<file path="src/hw/rtl/hbcd_pkg.sv">
// ----------------------------------------------------------------------------
// hbcd_pkg
// Shared types and constants for the HTTP body chunked decoder.
// ----------------------------------------------------------------------------
package hbcd_pkg;

  localparam int unsigned MAX_SIZE_DIGITS = 8;
  localparam int unsigned DIGIT_CNT_W     = 4;

  localparam logic [31:0] BODY_LIMIT_RESET = 32'h0010_0000;

  // body framing modes
  localparam logic [1:0] MODE_CLOSE   = 2'd0;
  localparam logic [1:0] MODE_LENGTH  = 2'd1;
  localparam logic [1:0] MODE_CHUNKED = 2'd2;

  // configuration register indexes
  localparam logic [1:0] CFG_BODY_MODE      = 2'd0;
  localparam logic [1:0] CFG_CONTENT_LENGTH = 2'd1;
  localparam logic [1:0] CFG_BODY_LIMIT     = 2'd2;

  // characters of interest
  localparam logic [7:0] CH_CR   = 8'h0D;
  localparam logic [7:0] CH_LF   = 8'h0A;
  localparam logic [7:0] CH_SEMI = 8'h3B;
  localparam logic [7:0] CH_SP   = 8'h20;
  localparam logic [7:0] CH_TAB  = 8'h09;

  typedef enum logic [1:0] {
    ERR_NONE      = 2'd0,
    ERR_TOO_LARGE = 2'd1,
    ERR_BAD_SIZE  = 2'd2
  } err_code_t;

  typedef enum logic [2:0] {
    PH_SIZE     = 3'd0,
    PH_EXT      = 3'd1,
    PH_DATA     = 3'd2,
    PH_DATA_END = 3'd3,
    PH_TRAILER  = 3'd4
  } chunk_phase_t;

  typedef struct packed {
    chunk_phase_t             phase;
    logic [31:0]              chunk_rem;
    logic [DIGIT_CNT_W-1:0]   digit_cnt;
    logic                     trailer_nonempty;
    logic [31:0]              body_count;
    logic                     done;
    logic                     failed;
    logic                     truncated;
    err_code_t                err;
  } dec_state_t;

  typedef struct packed {
    logic       body_valid;
    logic [7:0] body_byte;
    logic       done;
    logic       failed;
    logic       truncated;
    err_code_t  err;
  } dec_result_t;

endpackage

</file>
<file path="src/hw/rtl/hbcd_step.sv">
// ----------------------------------------------------------------------------
// hbcd_step
// One-byte update of the decoder state and the matching result beat.
// ----------------------------------------------------------------------------
module hbcd_step (
  input  logic [1:0]          body_mode,
  input  logic [31:0]         content_length,
  input  logic [31:0]         body_limit,
  input  logic [7:0]          in_byte,
  input  logic                is_eof,
  input  hbcd_pkg::dec_state_t  st,
  output hbcd_pkg::dec_state_t  st_nxt,
  output hbcd_pkg::dec_result_t res
);

  logic        is_hex;
  logic [3:0]  hex_val;
  logic [7:0]  lc;
  logic        under_limit;
  logic        take_req;
  logic        take_ok;
  logic [31:0] count_inc;

  // character decode and limit check
  always_comb begin
    lc      = (in_byte inside {[8'h41:8'h5A]}) ? (in_byte | 8'h20) : in_byte;
    is_hex  = 1'b0;
    hex_val = 4'd0;
    if (in_byte inside {[8'h30:8'h39]}) begin
      is_hex  = 1'b1;
      hex_val = 4'(in_byte - 8'h30);
    end else if (lc inside {[8'h61:8'h66]}) begin
      is_hex  = 1'b1;
      hex_val = 4'(lc - 8'h57);
    end
    under_limit = (st.body_count < body_limit);
    count_inc   = st.body_count + 32'd1;
  end

  // next state
  always_comb begin
    st_nxt   = st;
    take_req = 1'b0;
    if (!st.done && !st.failed) begin
      if (is_eof) begin
        if (body_mode == hbcd_pkg::MODE_CHUNKED ||
            (body_mode == hbcd_pkg::MODE_LENGTH && st.body_count < content_length)) begin
          st_nxt.truncated = 1'b1;
        end
        st_nxt.done = 1'b1;
      end else if (body_mode == hbcd_pkg::MODE_CHUNKED) begin
        case (st.phase)
          hbcd_pkg::PH_EXT: begin
            if (in_byte == hbcd_pkg::CH_LF) begin
              st_nxt.phase = (st.chunk_rem != 32'd0) ? hbcd_pkg::PH_DATA : hbcd_pkg::PH_TRAILER;
              st_nxt.trailer_nonempty = 1'b0;
            end
          end
          hbcd_pkg::PH_DATA: begin
            take_req         = 1'b1;
            st_nxt.chunk_rem = st.chunk_rem - 32'd1;
            if (st.chunk_rem == 32'd1) begin
              st_nxt.phase = hbcd_pkg::PH_DATA_END;
            end
          end
          hbcd_pkg::PH_DATA_END: begin
            if (in_byte == hbcd_pkg::CH_LF) begin
              st_nxt.phase     = hbcd_pkg::PH_SIZE;
              st_nxt.chunk_rem = 32'd0;
              st_nxt.digit_cnt = '0;
            end
          end
          hbcd_pkg::PH_TRAILER: begin
            if (in_byte == hbcd_pkg::CH_LF) begin
              if (!st.trailer_nonempty) begin
                st_nxt.done = 1'b1;
              end
              st_nxt.trailer_nonempty = 1'b0;
            end else if (in_byte != hbcd_pkg::CH_CR) begin
              st_nxt.trailer_nonempty = 1'b1;
            end
          end
          default: begin
            // size line
            if (is_hex) begin
              if (st.digit_cnt >= hbcd_pkg::DIGIT_CNT_W'(hbcd_pkg::MAX_SIZE_DIGITS)) begin
                st_nxt.failed = 1'b1;
                st_nxt.err    = hbcd_pkg::ERR_TOO_LARGE;
              end else begin
                st_nxt.digit_cnt = st.digit_cnt + 1'b1;
                st_nxt.chunk_rem = {st.chunk_rem[27:0], hex_val};
              end
            end else if (in_byte == hbcd_pkg::CH_LF) begin
              if (st.digit_cnt == '0) begin
                st_nxt.failed = 1'b1;
                st_nxt.err    = hbcd_pkg::ERR_BAD_SIZE;
              end else begin
                st_nxt.phase = (st.chunk_rem != 32'd0) ? hbcd_pkg::PH_DATA
                                                       : hbcd_pkg::PH_TRAILER;
                st_nxt.trailer_nonempty = 1'b0;
              end
            end else if (in_byte == hbcd_pkg::CH_SEMI || in_byte == hbcd_pkg::CH_SP ||
                         in_byte == hbcd_pkg::CH_TAB) begin
              st_nxt.phase = hbcd_pkg::PH_EXT;
            end else if (in_byte != hbcd_pkg::CH_CR) begin
              st_nxt.failed = 1'b1;
              st_nxt.err    = hbcd_pkg::ERR_BAD_SIZE;
            end
          end
        endcase
      end else if (body_mode == hbcd_pkg::MODE_LENGTH) begin
        if (st.body_count < content_length) begin
          take_req = 1'b1;
          if (under_limit && count_inc >= content_length) begin
            st_nxt.done = 1'b1;
          end
        end else begin
          st_nxt.done = 1'b1;
        end
      end else begin
        take_req = 1'b1;
      end

      // byte delivery against the body limit
      if (take_req) begin
        if (under_limit) begin
          st_nxt.body_count = count_inc;
        end else begin
          st_nxt.truncated = 1'b1;
          st_nxt.done      = 1'b1;
        end
      end
    end
  end

  assign take_ok = take_req && under_limit;

  // result beat
  always_comb begin
    res.body_valid = take_ok;
    res.body_byte  = take_ok ? in_byte : 8'd0;
    res.done       = st_nxt.done;
    res.failed     = st_nxt.failed;
    res.truncated  = st_nxt.truncated;
    res.err        = st_nxt.err;
  end

endmodule

</file>
<file path="src/hw/rtl/http_body_chunked_decoder_top.sv">
// ----------------------------------------------------------------------------
// http_body_chunked_decoder_top
// Decodes an HTTP response body, one stream byte per beat, into body bytes.
// ----------------------------------------------------------------------------
// Feed the body stream after the response head, one byte per input beat; each
// input beat yields exactly one output beat in the following cycle, carrying an
// optional body byte (out_tuser high) and the sticky done, failed, truncated
// and error status. Framing follows body_mode: read until close, content
// length, or chunked with hex size lines, extensions, trailers and a blank
// trailer line as the end. A beat with in_tuser high marks connection close.
// Throughput is one beat per clock: all per-byte work is a single pass through
// the step logic into the state and result registers, and a new beat is taken
// whenever the result register is empty or being drained in the same cycle.
// Configuration writes are single-cycle and must only happen while idle.
module http_body_chunked_decoder_top (
  input  logic        clk,
  input  logic        rst_n,
  // config write port
  input  logic        cfg_we,
  input  logic [1:0]  cfg_index,
  input  logic [31:0] cfg_wdata,
  // input stream
  input  logic        in_tvalid,
  output logic        in_tready,
  input  logic [7:0]  in_tdata,   // [7:0] in_byte
  input  logic        in_tuser,   // [0] is_eof
  // result stream
  output logic        out_tvalid,
  input  logic        out_tready,
  output logic [15:0] out_tdata,  // [7:0] body_byte, [8] done_res, [9] failed,
                                  // [10] truncated, [12:11] error_code, rest 0
  output logic        out_tuser   // [0] body_valid
);

  // configuration registers
  logic [1:0]  body_mode_r;
  logic [31:0] content_length_r;
  logic [31:0] body_limit_r;

  // decoder state and result register
  hbcd_pkg::dec_state_t  state_r;
  hbcd_pkg::dec_state_t  state_nxt;
  hbcd_pkg::dec_result_t res_nxt;
  hbcd_pkg::dec_result_t res_r;
  logic                  out_valid_r;

  logic in_fire;

  // accept while the result slot is free or draining this cycle
  assign in_tready = !out_valid_r || out_tready;
  assign in_fire   = in_tvalid && in_tready;

  always_ff @(posedge clk) begin
    if (!rst_n) begin
      body_mode_r      <= hbcd_pkg::MODE_CLOSE;
      content_length_r <= 32'd0;
      body_limit_r     <= hbcd_pkg::BODY_LIMIT_RESET;
    end else if (cfg_we) begin
      case (cfg_index)
        hbcd_pkg::CFG_BODY_MODE:      body_mode_r      <= cfg_wdata[1:0];
        hbcd_pkg::CFG_CONTENT_LENGTH: content_length_r <= cfg_wdata;
        hbcd_pkg::CFG_BODY_LIMIT:     body_limit_r     <= cfg_wdata;
        default: ; // unmapped index, write dropped
      endcase
    end
  end

  hbcd_step u_step (
    .body_mode      (body_mode_r),
    .content_length (content_length_r),
    .body_limit     (body_limit_r),
    .in_byte        (in_tdata),
    .is_eof         (in_tuser),
    .st             (state_r),
    .st_nxt         (state_nxt),
    .res            (res_nxt)
  );

  // state advances only on an accepted beat
  always_ff @(posedge clk) begin
    if (!rst_n) begin
      state_r.phase            <= hbcd_pkg::PH_SIZE;
      state_r.chunk_rem        <= 32'd0;
      state_r.digit_cnt        <= '0;
      state_r.trailer_nonempty <= 1'b0;
      state_r.body_count       <= 32'd0;
      state_r.done             <= 1'b0;
      state_r.failed           <= 1'b0;
      state_r.truncated        <= 1'b0;
      state_r.err              <= hbcd_pkg::ERR_NONE;
    end else if (in_fire) begin
      state_r <= state_nxt;
    end
  end

  // result register, payload needs no reset
  always_ff @(posedge clk) begin
    if (!rst_n) begin
      out_valid_r <= 1'b0;
    end else if (in_fire) begin
      out_valid_r <= 1'b1;
    end else if (out_tready) begin
      out_valid_r <= 1'b0;
    end
  end

  always_ff @(posedge clk) begin
    if (in_fire) begin
      res_r <= res_nxt;
    end
  end

  assign out_tvalid = out_valid_r;
  assign out_tuser  = res_r.body_valid;
  assign out_tdata  = {3'b000, res_r.err, res_r.truncated, res_r.failed,
                       res_r.done, res_r.body_byte};

`ifndef ASSERT_OFF
  // a framing error always carries a code
  a_fail_has_code: assert property (@(posedge clk) disable iff (!rst_n)
    state_r.failed |-> state_r.err != hbcd_pkg::ERR_NONE)
    else $error("failed set without error code");

  // done and failed never coexist: each stops further processing
  a_done_xor_fail: assert property (@(posedge clk) disable iff (!rst_n)
    !(state_r.done && state_r.failed))
    else $error("done and failed both set");

  // completion is sticky
  a_done_sticky: assert property (@(posedge clk) disable iff (!rst_n)
    state_r.done |=> state_r.done)
    else $error("done flag cleared");

  // a beat taken after completion delivers no body byte
  a_no_byte_after_done: assert property (@(posedge clk) disable iff (!rst_n)
    in_fire && state_r.done |=> out_tvalid && !out_tuser)
    else $error("body byte delivered after done");
`endif

endmodule

</file>
<file path="config.mk">
export PLATFORM = sky130hd
export DESIGN_NAME = http_body_chunked_decoder_top
export DESIGN_NICKNAME = d
export VERILOG_FILES = /design/src/hw/rtl/hbcd_pkg.sv /design/src/hw/rtl/hbcd_step.sv /design/src/hw/rtl/http_body_chunked_decoder_top.sv
export SDC_FILE = /design/constraint.sdc
export NUM_CORES = 1
export LEC_CHECK = 0
export ABC_AREA = 1
export BUFFER_PORTS_ARGS = -buffer_cell sky130_fd_sc_hd__buf_2
export CORE_ASPECT_RATIO = 2
export CORE_MARGIN = 5
export CORE_UTILIZATION = 63
export CTS_CLUSTER_DIAMETER = 60
export DETAILED_ROUTE_END_ITERATION = 16
export HOLD_SLACK_MARGIN = 0.12
export PLACE_DENSITY = 0.93
export SYNTH_ARGS = -nofsm -noshare
export SYNTH_HDL_FRONTEND = slang
export SYNTH_SLANG_ARGS = --single-unit
</file>
<file path="constraint.sdc">
create_clock -name clk -period 4.7 [get_ports clk]
set_clock_uncertainty 0.2 [all_clocks]
set_input_delay 0 -clock clk [delete_from_list [all_inputs] [get_ports clk]]
set_output_delay 0 -clock clk [all_outputs]
set_load 0.1 [all_outputs]
</file>
==> impl_metrics.ini, run 1 <==
[status]
run_status = finished clean

[logic_synthesis]
synthTopCellsByCount = nand2_1, nor2_1, inv_1
synth_top_family_by_area = simple AND/OR/NAND/NOR gates
syn_inst = 1450
synth_xor_xnor_area_share_pct = 3.09
synth-compound-area-share_pct = 19.1
yosys.area_share.simple_pct = 23.1
ys_seq_elements = 158
ys_seq_area_share_pct = 32.4
synthTopCellsByArea = dfxtp_1, ha_1, a21oi_1, nand2_1, nor2_1
synth_edf_count = 14
ys_types = 52
synth_top_area_share_pct = 28.3
yosysTopAreaCell = dfxtp_1
syn_area_mm2 = 0.0102
synthFlopType = dfxtp_1
synth.avg_cell_area_um2 = 7.03
yosys_warnings = 0
synth-adder-area-share_pct = 12.9
async_flop_share_pct = 0
muxShareOfSynthArea_pct = 0

[setup_path]
crit_required_ns = 4.69
crit_fanout = 6
arrival_ns = 3.66
slowest_stage = nor4_1
crit_type = reg -> reg
crit_family = simple AND/OR/NAND/NOR gates
path_cells = nand2_1 -> nor4_1 -> nand4_1 -> xor2_1 -> inv_1 -> ha_1 -> a21oi_1 -> o21ai_0 -> nand2_1 -> nand3_1 -> nor2_1 -> nand3_1 -> nand3_1 -> nand3_1 -> nand2_1 -> nand2_1
slowest_delay_ns = 0.79
cp_num_buf_inv = 1
startpoint_type = register
cp-end-kind = register

[floorplan]
die_y_um = 190
die_area_mm2 = 0.0190
chipWidth_um = 100
core_area_mm2 = 0.0159
pin_count = 67
start_util_pct = 64.3
rows = 65

[power]
p_switching_mw = 1.60
total_power_mw = 4.42
ir_worst_vdd_mv = 0.283
combPwrFrac_pct = 30.3
sw_frac_of_total_pct = 36.2
p_seq_share_pct = 36.3
clkPwrFrac_pct = 33.3
power_per_cell_area_mw_per_mm2 = 374
leakage_nw = 5.51
intPower_mw = 2.82

[global_routing]
antenna_found_initial = 0
gr-total-overflow = 0
grt_max_degree = 88
grt_pass1_vias = 10900
grt_pass1_wl_um = 50600
track_usage_pct = 33.2

[cts]
cts_buffers = 17
ctsHoldBuffers = 60
worstSkewPairLatency_ns = 0.44
clockBufferDepth = 2
clk_pin_slew_ns = 0.06
postCtsResizedCells = 0
cts_tree = built
post_cts_buffers = 0
clkSinkCount = 158
htreeDepth = 4
cts_root_buf = clkbuf_16

[layout]
area_growth_pct = 15.7
utilization_pct = 74.4
fin_area_mm2 = 0.0118
antenna_cells = 0
drive_gt1_share_pct = 9.02
nets = 1704

[sta]
fin_setup_tns_ns = 0
fmax_mhz = 272
post-route-min-period_ns = 3.67
rsz0062_at_grt = false
setup_viol = 0
slew_viol_final = 0
period_share_pct = 78.1
worst_slew_pin_slew_ns = 0.869
relSlewSlack_pct = 41.5
finalHoldViolations = 0

[placement]
gp_congestion = 0.994
hpwlAfterDp_um = 21300
dpl-instance-area_mm2 = 0.0106
port_buffers = 63

[detailed_routing]
wl_um = 31200
drcViolationCount = 0
vias = 10600
drt_iter0_markers = 630
avgRoutedWirePerCell_um = 17.7
detail_route.first_pass.iterations = 5
via_per_inst = 6.01
ant_nets = 0

[min_path]
min_path_type = in -> reg

[job]
drv_cap = 0
==> layer usage <==
metal / vias to the layer above / share of wire (%) / track usage (%) / routed length (um)
met2: 475 / 52 / 60.1 / 16300
met5: - / 0 / 0 / 0
met4: 0 / 9.4 / 29.1 / 2930
li1: 5022 / - / - / -
met3: 190 / 5.8 / 5.98 / 1820
met1: 4919 / 32 / 30.8 / 10100
==> area by class of cell <==
cell class	count	area [um2]
clock inverter	13	170
timing repair buffer	129	961
fill	1144	4060
multi-input combinational	1054	5950
inverter	191	722
tap	201	251
clock buffer	19	443
sequential	158	3300
==> power groups by stage <==
stage | clock network, mW | logic (mW) | registers [mW]
detailed placement | 0 | 1.23 | 1.62
global placement | 0 | 1.18 | 1.62
finish | 1.47 | 1.34 | 1.60
CTS | 1.47 | 1.30 | 1.60
global route | 1.53 | 1.49 | 1.61
floorplan | 0 | 0.803 | 1.71
==> sequential cells by signal, indices dropped and copies added, names as in the netlist <==
name	flops
out_tdata	13
state_r	77
out_tvalid	1
body_limit_r	32
body_mode_r	2
content_length_r	32
out_tuser	1
==> worst paths after layout <==
check                                       from             endpoint  slack [ns]  cells past startpoint
worst max-delay path                 state_r[10]         out_tdata[8]        1.03                     16
worst min-delay path                cfg_wdata[8]  content_length_r[8]        0.20                      4
worst max register to register       state_r[10]         out_tdata[8]        1.03                     16
worst min register to register  body_limit_r[12]     body_limit_r[12]        0.27                      2
==> cells by family (layout without fill, tap and decap cells) <==
family                     Yosys count  count (layout)
other                                1               3
DFF                                158             158
xor gates and xnor gates            36              36
and+or+nand+nor                    545             545
AOI/OAI and AO/OA                  365             365
adders and majority gates          105             105
buffers and inverters              240             352
==> through the flow <==
stage	instances	hold slack, ns	worst slack, ns
3_5_place_dp	1673	0.0702	1.26
6_report	1765	0.204	1.03
4_1_cts	1765	0.195	1.10
3_3_place_gp	1673	0.0452	1.30
5_1_grt	1765	0.219	0.880
2_1_floorplan	1452	-0.0696	1.15
==> worst register-to-register path, delay by kind of cell, from the launching register on <==
kind	cells	cell delay (ns)
AOI/OAI and AO/OA	2	0.22
xor gates and xnor gates	1	0.19
adders and majority gates	1	0.29
buffers and inverters	1	0.09
DFF	1	0.49
and+or+nand+nor	11	1.94
==> cells in the final DEF (no fill, tap or decap), types with 4 or more instances in the layout <==
master	instances
nor2_1	210
nand2_1	210
inv_1	174
a21oi_1	161
o21ai_0	144
dfxtp_1	144
ha_1	105
buf_2	63
dlygate4sd3_1	60
nand3_1	50
nand4_1	22
xor2_1	22
o21ai_1	19
clkbuf_16	17
xnor2_1	14
edfxtp_1	14
nor3_1	11
inv_2	10
nor4_1	10
o22ai_1	9
nor2_4	8
clkinv_1	7
nor2_2	6
a211oi_1	6
buf_4	6
o21a_1	5
nand2_2	4
o211ai_1	4
nand3_2	4
clkinv_2	4
bufinv_16	4
No activity file was read; power rests on OpenSTA's default activity.
==> inputs of run 2 (changes only) <==
CORE_UTILIZATION = 62   (was 63)
PLACE_DENSITY = 0.92   (was 0.93)
clock period = 3.7 ns   (was 4.7 ns; I/O delays follow)
==> run 2 against run 1 <==
Register-to-register slack worse by 0.79 ns; critical path depth is 5 lower; flip-flop and latch count stayed put; worst setup slack worse by 0.79 ns; die area is 1.5% higher; non-clock buffer count is 10 higher; critical endpoint is now state_r[30].
==> impl_metrics.ini, run 2 (synthesized netlist as in run 1, its figures left out) <==
[layout]
max_flop_register = state_r
largest_register_ffs = 77
final_common_cell = nor2_1
drive_gt1_share_pct = 9.78
top_regs = state_r: 77 flops, body_limit_r: 32 flops, content_length_r: 32 flops
nets = 1714
antenna_cells = 0
mostFrequentLayoutCells = nor2_1, nand2_1, inv_1
fin_area_mm2 = 0.0119
area_growth_pct = 16.8

[status]
run_status = finished clean

[setup_path]
path_cells = ha_1 -> nand2_1 -> nor2_1 -> nand2_1 -> nor4_1 -> a21oi_1 -> nand2_1 -> nor2_4 -> inv_2 -> nor2_1 -> nor2_1
crit_required_ns = 3.87
arrival_ns = 3.63
startpoint_type = register
crit_type = reg -> reg
r2r-end = state_r[30]
r2r-start = state_r[31]
critPathLaunch = state_r[31]
ff2ff_path_depth = 11
slowest_stage = nor4_1
rrSetupSlack_ns = 0.24
cp-end-kind = register
cp-endpoint = state_r[30]
crit_fanout = 32
slowest_delay_ns = 0.79

[sta]
fmax_mhz = 289
relSlewSlack_pct = 36.7
worst_slew_pin_slew_ns = 0.940
setup_viol = 0
post-route-min-period_ns = 3.46
period_share_pct = 93.4
rsz0062_at_grt = false
slew_viol_final = 0
finalHoldViolations = 0
finalHoldWorstSlack_ns = 0.191
fin_setup_tns_ns = 0

[placement]
hpwlAfterDp_um = 20800
port_buffers = 63
gp_congestion = 0.949
dpl-instance-area_mm2 = 0.0106

[cts]
cts_buffers = 17
cts_tree = built
clkSinkCount = 158
clk_pin_slew_ns = 0.07
worstSkewPairLatency_ns = 0.44
cts_root_buf = clkbuf_16
htreeDepth = 4
clockBufferDepth = 2

[power]
power_per_cell_area_mw_per_mm2 = 469
leakage_nw = 5.56
ir_worst_vdd_mv = 0.330

[detailed_routing]
ant_nets = 0
via_per_inst = 5.86
drt_iter0_markers = 628
vias = 10400
detail_route.first_pass.iterations = 6
avgRoutedWirePerCell_um = 17.0
wl_um = 30300
drcViolationCount = 0

[floorplan]
chipWidth_um = 101
die_y_um = 191
die_area_mm2 = 0.0193
core_area_mm2 = 0.0163
pin_count = 67
rows = 66
start_util_pct = 62.7

[global_routing]
antenna_found_initial = 0
grt_max_degree = 76
grt_pass1_wl_um = 48700
gr-total-overflow = 0
track_usage_pct = 31.8
grt_pass1_vias = 10600

[min_path]
worstHoldPathCells = 4
min_path_type = in -> reg

[job]
drv_cap = 0
run 2: cell types whose count changed in the layout (fill, tap and decap cells not counted), sizes merged:
cell and delta:
buf +7, clkinv -4, clkbuf +3, dlygate4sd3 +3
inv +3, bufinv -2
run 2: worst min-delay path by stage:
stage,startpoint,end
floorplan,cfg_wdata[20],body_limit_r[20]
global placement,cfg_wdata[20],body_limit_r[20]
detailed placement,cfg_wdata[20],body_limit_r[20]
CTS,cfg_wdata[9],body_limit_r[9]
global route,cfg_wdata[15],content_length_r[15]
finish,cfg_wdata[18],content_length_r[18]
run 2: cell type report:
type	instances	area (um2)
clock buffers	22	485
clock inverters	10	126
fillers	1192	4360
inverters	191	722
multi-input cells	1054	5950
flip-flops and latches	158	3310
well taps	204	255
repair buffers	139	1060
run 2: layer usage:
layer  track usage, %  part of all wire (%)  vias up
li1                 -                     -     5028
met1             29.4                    33     4770
met2             59.9                    55      439
met3             4.78                   4.5      186
met4             24.5                   7.9        0
met5                0                     0        -
run 2: stage by stage:
stage	power [mW]	instances	setup WS (ns)	util, %
final	5.58	1778	0.244	73.2
after global routing	5.87	1778	0.0586	73.2
after CTS	5.52	1777	0.308	73.1
after detailed placement	3.64	1682	0.371	65.4
after global placement	3.58	1682	0.463	65.4
after floorplan	3.19	1452	0.148	-
run 2: critical path: cells and delay by family (launching register included):
family	cells	cell delay (ns)
adder cells (fa/ha/maj)	1	0.33
AO/OA/AOI/OAI	1	0.24
flip-flops	1	0.42
buffers and inverters	1	0.43
AND/OR/NAND/NOR	8	1.74
run 2: where the power goes:
part / total [mW] / switching (mW) / leakage (nW) / internal, mW
logic: 1.71 / 1.13 / 3.95 / 0.578
clock network: 1.84 / 0.761 / 0.289 / 1.08
registers: 2.03 / 0.162 / 1.31 / 1.87
total: 5.58 / 2.05 / 5.56 / 3.53
run 2: timing repair:
| action | in CTS | in global routing |
|---|---|---|
| endpoints found under the hold margin | 131 | 0 |
| setup endpoints to repair | 0 | 2 |
| gates resized for setup | 0 | 5 |
| hold buffers | 63 | 0 |
| setup buffers | 0 | 1 |
==> inputs of run 3 (changes only) <==
HOLD_SLACK_MARGIN = default   (was 0.12)
clock period = 3.66 ns   (was 3.7 ns; I/O delays follow)
==> run 3 against run 2 <==
Wire length decreased by 2.4%; critical path depth increased by 8; global-route usage decreased by 0.23 points; cell count decreased by 0.56%; hold slack improved by 0.0040 ns; via count increased by 0.31%; die area unchanged; sequential share of layout area increased by 0.34 points; total power decreased by 1.9%; sequential power about the same; combinational power about the same; count of clock-buffer cells in the layout decreased by 3; largest power group unchanged.
==> impl_metrics.ini, run 3 (synthesized netlist as in run 1, its figures left out) <==
[detailed_routing]
wl_um = 29500
vias = 10500
via_per_inst = 5.91
drt_iter0_markers = 573
avgRoutedWirePerCell_um = 16.7
drcViolationCount = 0
detail_route.first_pass.iterations = 6
ant_nets = 0

[layout]
largest_register_ffs = 77
drive_gt1_share_pct = 9.85
final_common_cell = nand2_1
multi_input_area_mm2 = 0.00595
fillers = 1212
max_flop_register = state_r
final_cells = 1768
antenna_cells = 0
ff_latch_area_mm2 = 0.00331
area_growth_pct = 15.3
mostFrequentLayoutCells = nand2_1, nor2_1, inv_1
nets = 1704
top_regs = state_r: 77 flops, body_limit_r: 32 flops, content_length_r: 32 flops

[setup_path]
arrival_ns = 3.54
slowest_delay_ns = 0.51
slowest_stage = dfxtp_1
rrSetupSlack_ns = 0.28
crit_fanout = 8
r2r-end = state_r[4]
startpoint_type = register
cp-end-kind = register
ff2ff_path_depth = 19
crit_type = reg -> reg
r2r-start = state_r[16]
path_common_cell = nand2_1
path_cells = nand2_1 -> nor2_1 -> nand2_1 -> nor2_1 -> nand4_1 -> nand3b_1 -> xor2_1 -> inv_1 -> ha_1 -> nand2_1 -> nor2_1 -> nand2_1 -> nor2_1 -> nand4_1 -> nand3_1 -> nand3_1 -> nand3_1 -> nand2_1 -> a21oi_1
crit_required_ns = 3.82

[global_routing]
grt_max_degree = 76
grt_pass1_vias = 10700
gr-total-overflow = 0
grt_pass1_wl_um = 48500
antenna_found_initial = 0
track_usage_pct = 31.6

[floorplan]
rows = 66
pin_count = 67
chipWidth_um = 101
die_y_um = 191
die_area_mm2 = 0.0193
core_area_mm2 = 0.0163
start_util_pct = 62.7

[sta]
period_share_pct = 92.4
slew_viol_final = 0
relSlewSlack_pct = 42.2
fmax_mhz = 296
setup_viol = 0
post-route-min-period_ns = 3.38
finalHoldViolations = 0
worst_slew_pin_slew_ns = 0.867

[placement]
gp_congestion = 0.946
post-place-cells = 1682
port_buffers = 63
hpwlAfterDp_um = 21100

[cts]
htreeDepth = 4
worstSkewPairLatency_ns = 0.44
clkSinkCount = 158
clk_pin_slew_ns = 0.07
cts_tree = built
cts_root_buf = clkbuf_16
post_cts_buffers = 0
cts_buffers = 17
clockBufferDepth = 2

[min_path]
hold_path_startpoint = cfg_wdata[3]
hold_end = body_limit_r[3]
worstHoldPathCells = 4
min_path_type = in -> reg

[power]
intPower_mw = 3.38
p_seq_share_pct = 37.5
leakage_nw = 5.50
combPwrFrac_pct = 31.4
sw_frac_of_total_pct = 38.2
ir_worst_vdd_mv = 0.343
total_power_mw = 5.47
p_switching_mw = 2.09
power_per_cell_area_mw_per_mm2 = 466
clkPwrFrac_pct = 31.1

[job]
drv_cap = 0

[status]
run_status = finished clean
[run 3: power groups by stage]
stage / Combinational (mW) / Clock (mW) / Sequential [mW]
after global placement: 1.54 / 0 / 2.07
after global routing: 1.91 / 1.78 / 2.06
final: 1.72 / 1.70 / 2.05
after detailed placement: 1.61 / 0 / 2.08
after floorplan: 1.03 / 0 / 2.20
after CTS: 1.69 / 1.71 / 2.04
[run 3: through the flow]
| stage | hold WS (ns) | TNS, ns | util, % | cell area (um2) | worst slack, ns |
|---|---|---|---|---|---|
| after CTS | 0.188 | 0 | 72.2 | 11700 | 0.323 |
| final | 0.195 | 0 | 72.2 | 11800 | 0.278 |
| after detailed placement | 0.0521 | 0 | 65.4 | 10600 | 0.327 |
| after global routing | 0.234 | -0.0203 | 72.2 | 11800 | -0.0124 |
| after global placement | 0.0389 | 0 | 65.4 | 10600 | 0.419 |
| after floorplan | -0.0696 | 0 | - | 10200 | 0.108 |
[run 3: timing repair]
action	CTS	global route
hold buffers	54	0
resized for setup	0	4
endpoints found under the hold margin	97	0
setup endpoints to repair	0	2
[run 3: worst max path at each step]
stage                      startpoint      endpoint  cells past startpoint
after CTS                  state_r[8]  out_tdata[8]                     20
after floorplan            out_tvalid   state_r[36]                      8
final                     state_r[16]    state_r[4]                     19
after global routing       state_r[6]  out_tdata[8]                     20
after global placement     state_r[8]  out_tdata[8]                     20
after detailed placement  state_r[16]    state_r[4]                     19
[run 3: critical path: cells and delay by family (launching register included)]
family | cells | cell delay (ns)
adders and majority gates | 1 | 0.29
AOI/OAI and AO/OA | 1 | 0.12
DFF | 1 | 0.51
xor gates and xnor gates | 1 | 0.16
buffers and inverters | 1 | 0.08
and+or+nand+nor | 15 | 1.97
[run 3: cell type report]
| cell class | instances | share of cell area, % |
|---|---|---|
| multi-input cells | 1054 | 50.7 |
| repair buffers | 129 | 8.16 |
| well taps | 204 | 2.17 |
| inverters | 191 | 6.14 |
| clock buffers | 19 | 3.85 |
| clock inverters | 13 | 0.884 |
| flip-flops and latches | 158 | 28.1 |
[run 3: per-layer routing]
metal  wire length, um  GRT usage (%)
met5                 0              0
met1              9520           28.9
met3              1410           5.15
met2             15900           58.0
met4              2660           27.1
